### src/websocket_frame_receiver_macros.svh
// ----------------------------------------------------------------------------
// WebSocket frame receiver assertion macros
// Shared concurrent assertion forms for the frame receiver modules.
// ----------------------------------------------------------------------------
`ifndef WEBSOCKET_FRAME_RECEIVER_MACROS_SVH
`define WEBSOCKET_FRAME_RECEIVER_MACROS_SVH

// The consequent must hold in the same cycle as the antecedent.
`define WFR_ASSERT_SAME(lbl, clk, rstn, ante, cons) \
  lbl: assert property (@(posedge clk) disable iff (!rstn) (ante) |-> (cons)) \
    else $error("websocket frame receiver assertion failed");

// The consequent must hold in the cycle after the antecedent.
`define WFR_ASSERT_NEXT(lbl, clk, rstn, ante, cons) \
  lbl: assert property (@(posedge clk) disable iff (!rstn) (ante) |=> (cons)) \
    else $error("websocket frame receiver assertion failed");

`endif

### src/wfr_pkg.sv
// ----------------------------------------------------------------------------
// WebSocket frame receiver package
// Types and constants shared by the frame receiver modules.
// ----------------------------------------------------------------------------
package wfr_pkg;

  typedef enum logic [3:0] {
    PH_HEADER  = 4'd0,
    PH_LEN     = 4'd1,
    PH_EXT     = 4'd2,
    PH_MASK1   = 4'd3,
    PH_MASK2   = 4'd4,
    PH_MASK3   = 4'd5,
    PH_MASK4   = 4'd6,
    PH_PAYLOAD = 4'd7
  } phase_e;

  typedef enum logic [2:0] {
    EV_PENDING = 3'd0,
    EV_DATA    = 3'd1,
    EV_CLOSE   = 3'd2,
    EV_PING    = 3'd3,
    EV_PONG    = 3'd4,
    EV_FRAG    = 3'd5,
    EV_UNKNOWN = 3'd6
  } event_e;

  typedef struct packed {
    logic       byte_valid;
    logic [7:0] out_byte;
    event_e     event_res;
  } result_t;

  localparam logic [3:0] OP_CONT   = 4'h0;
  localparam logic [3:0] OP_TEXT   = 4'h1;
  localparam logic [3:0] OP_BINARY = 4'h2;
  localparam logic [3:0] OP_CLOSE  = 4'h8;
  localparam logic [3:0] OP_PING   = 4'h9;
  localparam logic [3:0] OP_PONG   = 4'ha;

  localparam logic [6:0] LEN_EXT16   = 7'd126;
  localparam logic [6:0] LEN_EXT64   = 7'd127;
  localparam logic [3:0] EXT16_BYTES = 4'd2;
  localparam logic [3:0] EXT64_BYTES = 4'd8;

endpackage

### src/wfr_parser.sv
// ----------------------------------------------------------------------------
// WebSocket frame parser
// Holds the frame state and computes the result of one received byte.
// ----------------------------------------------------------------------------
`include "websocket_frame_receiver_macros.svh"

module wfr_parser (
  input  logic             clk_i,
  input  logic             rst_ni,
  input  logic             fire_i,
  input  logic [7:0]       rx_byte_i,
  output wfr_pkg::result_t result_o
);

  wfr_pkg::phase_e phase_q, phase_d;
  wfr_pkg::event_e frame_kind_q, frame_kind_d;
  logic            masked_q, masked_d;
  logic [63:0]     len_q, len_d;
  logic [3:0]      ext_left_q, ext_left_d;
  logic [31:0]     mask_key_q, mask_key_d;
  logic [1:0]      mask_pos_q, mask_pos_d;
  logic [63:0]     rcvd_q, rcvd_d;
  logic [63:0]     rcvd_inc;
  logic [7:0]      mask_byte;
  logic            hdr_done;
  logic [3:0]      opcode;

  assign opcode   = rx_byte_i[3:0];
  assign rcvd_inc = rcvd_q + 64'd1;

  always_comb begin
    case (mask_pos_q)
      2'd0:    mask_byte = mask_key_q[31:24];
      2'd1:    mask_byte = mask_key_q[23:16];
      2'd2:    mask_byte = mask_key_q[15:8];
      default: mask_byte = mask_key_q[7:0];
    endcase
  end

  always_comb begin
    phase_d      = phase_q;
    frame_kind_d = frame_kind_q;
    masked_d     = masked_q;
    len_d        = len_q;
    ext_left_d   = ext_left_q;
    mask_key_d   = mask_key_q;
    mask_pos_d   = mask_pos_q;
    rcvd_d       = rcvd_q;
    hdr_done     = 1'b0;
    result_o.byte_valid = 1'b0;
    result_o.out_byte   = 8'h00;
    result_o.event_res  = wfr_pkg::EV_PENDING;

    unique case (phase_q)
      wfr_pkg::PH_LEN: begin
        masked_d   = rx_byte_i[7];
        mask_key_d = 32'h0;
        len_d      = {57'h0, rx_byte_i[6:0]};
        if (rx_byte_i[6:0] == wfr_pkg::LEN_EXT16) begin
          ext_left_d = wfr_pkg::EXT16_BYTES;
          len_d      = 64'h0;
          phase_d    = wfr_pkg::PH_EXT;
        end else if (rx_byte_i[6:0] == wfr_pkg::LEN_EXT64) begin
          ext_left_d = wfr_pkg::EXT64_BYTES;
          len_d      = 64'h0;
          phase_d    = wfr_pkg::PH_EXT;
        end else if (rx_byte_i[7]) begin
          phase_d = wfr_pkg::PH_MASK1;
        end else begin
          hdr_done = 1'b1;
        end
      end
      wfr_pkg::PH_EXT: begin
        len_d      = {len_q[55:0], rx_byte_i};
        ext_left_d = ext_left_q - 4'd1;
        if (ext_left_d == 4'd0) begin
          if (masked_q) begin
            phase_d = wfr_pkg::PH_MASK1;
          end else begin
            hdr_done = 1'b1;
          end
        end
      end
      wfr_pkg::PH_MASK1: begin
        mask_key_d = {mask_key_q[23:0], rx_byte_i};
        phase_d    = wfr_pkg::PH_MASK2;
      end
      wfr_pkg::PH_MASK2: begin
        mask_key_d = {mask_key_q[23:0], rx_byte_i};
        phase_d    = wfr_pkg::PH_MASK3;
      end
      wfr_pkg::PH_MASK3: begin
        mask_key_d = {mask_key_q[23:0], rx_byte_i};
        phase_d    = wfr_pkg::PH_MASK4;
      end
      wfr_pkg::PH_MASK4: begin
        mask_key_d = {mask_key_q[23:0], rx_byte_i};
        hdr_done   = 1'b1;
      end
      wfr_pkg::PH_PAYLOAD: begin
        result_o.byte_valid = 1'b1;
        result_o.out_byte   = rx_byte_i ^ mask_byte;
        mask_pos_d          = mask_pos_q + 2'd1;
        rcvd_d              = rcvd_inc;
        if (rcvd_inc >= len_q) begin
          phase_d            = wfr_pkg::PH_HEADER;
          rcvd_d             = 64'h0;
          result_o.event_res = frame_kind_q;
        end
      end
      default: begin
        phase_d = wfr_pkg::PH_HEADER;
        unique case (opcode) inside
          wfr_pkg::OP_CONT: begin
            result_o.event_res = wfr_pkg::EV_FRAG;
          end
          wfr_pkg::OP_TEXT, wfr_pkg::OP_BINARY: begin
            if (!rx_byte_i[7]) begin
              result_o.event_res = wfr_pkg::EV_FRAG;
            end else begin
              frame_kind_d = wfr_pkg::EV_DATA;
              phase_d      = wfr_pkg::PH_LEN;
            end
          end
          wfr_pkg::OP_CLOSE: begin
            frame_kind_d = wfr_pkg::EV_CLOSE;
            phase_d      = wfr_pkg::PH_LEN;
          end
          wfr_pkg::OP_PING: begin
            frame_kind_d = wfr_pkg::EV_PING;
            phase_d      = wfr_pkg::PH_LEN;
          end
          wfr_pkg::OP_PONG: begin
            frame_kind_d = wfr_pkg::EV_PONG;
            phase_d      = wfr_pkg::PH_LEN;
          end
          default: begin
            result_o.event_res = wfr_pkg::EV_UNKNOWN;
          end
        endcase
        if (phase_d == wfr_pkg::PH_LEN) begin
          mask_pos_d = 2'd0;
          rcvd_d     = 64'h0;
        end
      end
    endcase

    // An empty frame ends on its last header byte.
    if (hdr_done) begin
      mask_pos_d = 2'd0;
      rcvd_d     = 64'h0;
      if (len_d == 64'h0) begin
        phase_d            = wfr_pkg::PH_HEADER;
        result_o.event_res = frame_kind_q;
      end else begin
        phase_d = wfr_pkg::PH_PAYLOAD;
      end
    end
  end

  always_ff @(posedge clk_i or negedge rst_ni) begin
    if (!rst_ni) begin
      phase_q      <= wfr_pkg::PH_HEADER;
      frame_kind_q <= wfr_pkg::EV_PENDING;
      masked_q     <= 1'b0;
      len_q        <= 64'h0;
      ext_left_q   <= 4'd0;
      mask_key_q   <= 32'h0;
      mask_pos_q   <= 2'd0;
      rcvd_q       <= 64'h0;
    end else if (fire_i) begin
      phase_q      <= phase_d;
      frame_kind_q <= frame_kind_d;
      masked_q     <= masked_d;
      len_q        <= len_d;
      ext_left_q   <= ext_left_d;
      mask_key_q   <= mask_key_d;
      mask_pos_q   <= mask_pos_d;
      rcvd_q       <= rcvd_d;
    end
  end

  `WFR_ASSERT_SAME(a_byte_only_in_payload, clk_i, rst_ni, result_o.byte_valid, phase_q == wfr_pkg::PH_PAYLOAD)
  `WFR_ASSERT_SAME(a_idle_byte_zero, clk_i, rst_ni, !result_o.byte_valid, result_o.out_byte == 8'h00)
  `WFR_ASSERT_SAME(a_errors_at_header, clk_i, rst_ni, (result_o.event_res == wfr_pkg::EV_FRAG) || (result_o.event_res == wfr_pkg::EV_UNKNOWN), phase_q == wfr_pkg::PH_HEADER)
  `WFR_ASSERT_NEXT(a_frame_end_to_header, clk_i, rst_ni, fire_i && (result_o.event_res != wfr_pkg::EV_PENDING), phase_q == wfr_pkg::PH_HEADER)

endmodule

### src/wfr_out_buf.sv
// ----------------------------------------------------------------------------
// WebSocket frame receiver output buffer
// Output register with a skid stage, so that the input side keeps flowing.
// ----------------------------------------------------------------------------
module wfr_out_buf (
  input  logic             clk_i,
  input  logic             rst_ni,
  input  logic             in_valid_i,
  output logic             in_stall_o,
  input  wfr_pkg::result_t result_i,
  output logic             out_valid_o,
  input  logic             out_stall_i,
  output wfr_pkg::result_t result_o
);

  logic             out_valid_q;
  logic             skid_valid_q;
  wfr_pkg::result_t out_q;
  wfr_pkg::result_t skid_q;
  logic             in_fire;
  logic             out_fire;

  assign in_stall_o  = skid_valid_q;
  assign in_fire     = in_valid_i && !skid_valid_q;
  assign out_fire    = out_valid_q && !out_stall_i;
  assign out_valid_o = out_valid_q;
  assign result_o    = out_q;

  always_ff @(posedge clk_i or negedge rst_ni) begin
    if (!rst_ni) begin
      out_valid_q  <= 1'b0;
      skid_valid_q <= 1'b0;
    end else if (skid_valid_q) begin
      if (out_fire) begin
        skid_valid_q <= 1'b0;
      end
    end else if (in_fire) begin
      if (!out_valid_q || out_fire) begin
        out_valid_q <= 1'b1;
      end else begin
        skid_valid_q <= 1'b1;
      end
    end else if (out_fire) begin
      out_valid_q <= 1'b0;
    end
  end

  always_ff @(posedge clk_i) begin
    if (skid_valid_q) begin
      if (out_fire) begin
        out_q <= skid_q;
      end
    end else if (in_fire) begin
      if (!out_valid_q || out_fire) begin
        out_q <= result_i;
      end else begin
        skid_q <= result_i;
      end
    end
  end

endmodule

### src/websocket_frame_receiver.sv
// Results are registered in the output buffer, or in its skid register while the output stalls.
// Throughput: one byte per cycle while in_stall_o is low; the parser updates its state per accepted byte.
// The skid stage lets input continue for one item while the output stalls.
// Reset: asynchronous, active low; the parser returns to header start.
// ----------------------------------------------------------------------------
// WebSocket frame receiver
// Parses a received byte stream into frames, unmasks payload and reports
// the kind of each frame as it ends, or flags fragments and unknown opcodes.
// ----------------------------------------------------------------------------
module websocket_frame_receiver (
  input  logic       clk_i,
  input  logic       rst_ni,
  input  logic       in_valid_i,
  output logic       in_stall_o,
  input  logic [7:0] rx_byte_i,
  output logic       out_valid_o,
  input  logic       out_stall_i,
  output logic       byte_valid_o,
  output logic [7:0] out_byte_o,
  output logic [2:0] event_res_o
);

  wfr_pkg::result_t res;
  wfr_pkg::result_t res_out;
  logic             fire;

  assign fire = in_valid_i && !in_stall_o;

  wfr_parser u_parser (
    .clk_i     (clk_i),
    .rst_ni    (rst_ni),
    .fire_i    (fire),
    .rx_byte_i (rx_byte_i),
    .result_o  (res)
  );

  wfr_out_buf u_out_buf (
    .clk_i       (clk_i),
    .rst_ni      (rst_ni),
    .in_valid_i  (in_valid_i),
    .in_stall_o  (in_stall_o),
    .result_i    (res),
    .out_valid_o (out_valid_o),
    .out_stall_i (out_stall_i),
    .result_o    (res_out)
  );

  assign byte_valid_o = res_out.byte_valid;
  assign out_byte_o   = res_out.out_byte;
  assign event_res_o  = res_out.event_res;

endmodule
### config.mk
export PLATFORM = sky130hd
export DESIGN_NAME = websocket_frame_receiver
export DESIGN_NICKNAME = d
export VERILOG_FILES = /design/src/wfr_pkg.sv /design/src/wfr_parser.sv /design/src/wfr_out_buf.sv /design/src/websocket_frame_receiver.sv
export VERILOG_INCLUDE_DIRS = /design/src /design/src/src
export SDC_FILE = /design/constraint.sdc
export NUM_CORES = 1
export LEC_CHECK = 0
export CAP_MARGIN = 20
export CORE_ASPECT_RATIO = 1.75
export CORE_MARGIN = 8
export CORE_UTILIZATION = 63
export DETAILED_ROUTE_END_ITERATION = 8
export DONT_BUFFER_PORTS = 1
export PLACE_DENSITY = 0.83
export SLEW_MARGIN = 20
export SYNTH_ARGS = -nofsm -noshare
export SYNTH_HDL_FRONTEND = slang
export SYNTH_SLANG_ARGS = --single-unit
### constraint.sdc
create_clock -name clk_i -period 5.3 [get_ports clk_i]
set_input_delay 0.265 -clock clk_i [delete_from_list [all_inputs] [get_ports clk_i]]
set_output_delay 0.265 -clock clk_i [all_outputs]
set_load 0.005 [all_outputs]
==> results.toml <==
[detailed_routing]
wirelength_mm = 31.4
vias = 9984
ant_nets = 0
wl_per_cell_um = 20.6
initialDrtViolationCount = 1117
first_pass_iters = 6
drc_errors = 0
vias_per_cell = 6.54

[timing]
finalCritPeriodShare_pct = 93.6
tightestPinTransition_ns = 1.07
clock-skew-final_ns = 0.0107
finalSetupViolCount = 0
drv_slew = 0
min_period_ns = 4.96
timing.hold.ws_ns = 0.0167
setup_tns_ns = 0
hold_violations = 0
relSlewSlack_pct = 28.0
grt_setup_unrepaired = "no"
fmaxAchievable_mhz = 202

[final_layout]
layout-drive-gt1-share_pct = 6.28
design_area_um2 = 12600
syn_to_final_growth_pct = 7.95
finalNonFillerCells = 1527
antenna_cells = 0
fin_nets = 1359
final_util_pct = 68.5

[run_status]
status = "completed"

[setup_path]
r2r_setup_slack_ns = 0.34
crit_fanout = 32
r2r_cells = 15
reg2reg_from = "u_parser.rcvd_q[30]"
required_ns = 5.61
worstPathArrival_ns = 5.27
worstSetupPathType = "register to register"
crit_start = "u_parser.rcvd_q[30]"
rr_endpoint = "u_parser.rcvd_q[59]"
critPathLaunchType = "register"
endpoint = "u_parser.rcvd_q[59]"
crit_path_end_kind = "register"

[floorplanning]
start_util_pct = 63.4
rows = 66
die_w_um = 119
ioPinCount = 26
coreArea_um2 = 18300
die_h_um = 196
die_area_um2 = 23200

[power]
pwr_density_cell_nw_per_um2 = 484
peakVddDrop_uv = 344
p_leak_uw = 0.00541

[global_route]
antenna_found_initial = 0
grt_pass1_wl_mm = 50.5
gr-total-overflow = 0
grt_max_degree = 176
grt_pass1_vias = 9887
track_usage_pct = 27.1

[logic_synthesis]
synth_warnings = 0
yosys.area.top_type = "dfrtp_1"
synth_ff_type = "dfrtp_1"
netlist-cell-type-count = 62
avgSynthCellArea_um2 = 8.96
netlist_area_um2 = 11600
synth_cells = 1298
synthTopCellsByCount = "nand2_1, dfrtp_1, inv_1"
synth.area.top_cells = "dfrtp_1, ha_1, nand2_1"
synth_seq_cells = 199
synth_edf_count = 24
async_reset_ff_share_pct = 87.9
synth-seq-area-share_pct = 43.9
syn_nets = 1381
synth_top_cell_area_share_pct = 37.7
yosysMostFrequentCell = "nand2_1"

[hold_path]
hold_path_class = "primary input to register"

[clock_network]
cts_buffers = 17
postCtsSetupRepairBufs = 0
clock_sinks = 199
hold_buffers = 11
cts-root-buf = "clkbuf_16"
cts_tree = "yes"
htreeDepth = 4
clkTransAtPathRegs_ns = 0.08
ctsResizeCount = 0
cts_max_path_buffers = 2
clk_latency_ns = 0.45

[placement]
dp.cells = 1484
dpl.hpwl_mm = 21.7
portBuffers = 0
gp_congestion = 0.913
place_area_um2 = 11800

[job]
cap_violations = 0
==> stage by stage <==
step                      setup slack, ns  power (µW)
after floorplan                      1.35        3960
after global placement              0.722        4530
after detailed placement            0.623        4640
after CTS                           0.469        6030
after global routing                0.107        6430
final                               0.340        6080
==> cell families after synthesis <==
| logic type | synth area share [%] |
|---|---|
| and+or+nand+nor | 19.1 |
| DFF | 43.9 |
| muxes | 2.09 |
| buffers and inverters | 5.90 |
| xor gates and xnor gates | 4.44 |
| AOI/OAI and AO/OA | 16.9 |
| adders and majority gates | 7.73 |
==> worst max-delay path, stage by stage (launching register included) <==
cell and delay, ns:
dfrtp_1 0.54, nand4_1 0.19, nor4_2 0.54, and4_1 0.39, and2_1 0.40, nand3_1 0.21, xnor2_1 0.18, ha_1 0.29
nand4_1 0.17, nor4_1 0.36, nor3b_1 0.29, and3_1 0.30, o21ai_4 0.20, buf_4 0.31, a31oi_1 0.26, o22ai_1 0.14
==> power breakdown <==
part           switching [µW]  internal, µW
clock                     612           720
combinational            1450           841
sequential                450          2010
==> worst min-delay path by stage <==
| stage | from | endpoint | slack (ns) | depth (start not counted) |
|---|---|---|---|---|
| after floorplan | rst_ni | u_out_buf.in_stall_o | -0.03 | 0 |
| after global placement | rst_ni | u_parser.mask_key_q[11] | -0.03 | 0 |
| after detailed placement | rst_ni | u_parser.mask_key_q[11] | -0.02 | 0 |
| after CTS | in_valid_i | u_out_buf.in_stall_o | 0.008 | 2 |
| after global routing | rx_byte_i[3] | u_parser.frame_kind_q[1] | 0.04 | 2 |
| final | in_valid_i | u_out_buf.in_stall_o | 0.02 | 2 |
==> state kept, by name, indices dropped and copies added, names as in the netlist, 3 cells and up <==
register	count
u_parser.len_q	64
u_parser.rcvd_q	64
u_parser.mask_key_q	32
u_out_buf.result_o	12
u_out_buf.skid_q	12
u_parser.ext_left_q	4
u_parser.frame_kind_q	3
u_parser.phase_q	3
==> cell type report <==
class | count | area, µm²
clock buffer | 21 | 450
sequential | 199 | 5100
inverter | 107 | 402
timing repair buffer | 29 | 275
tap | 238 | 298
clock inverter | 11 | 138
multi-input combinational | 922 | 5890
fill | 1365 | 5780
==> layout by cell type (no fill, tap or decap), types with 17 or more instances in the layout <==
cell type	instances
nand4_1	35
a31oi_1	40
o22ai_1	27
a22o_1	43
a21oi_1	48
buf_4	17
edfxtp_1	24
xnor2_1	43
clkbuf_16	17
dfrtp_1	175
nor4_1	21
nor3_1	20
inv_1	107
ha_1	71
nor2_1	43
nand2_1	210
and3_1	18
o21ai_0	104
nand3_1	43
==> per-layer routing <==
metal / global-route usage [%] / vias up / part of all wire (%)
met1: 28.0 / 4858 / 36
met3: 4.17 / 129 / 4.5
li1: - / 4577 / -
met5: 0 / - / 0
met4: 19.1 / 0 / 6.9
met2: 48.9 / 420 / 53
Power figures use the tool's default switching activity.
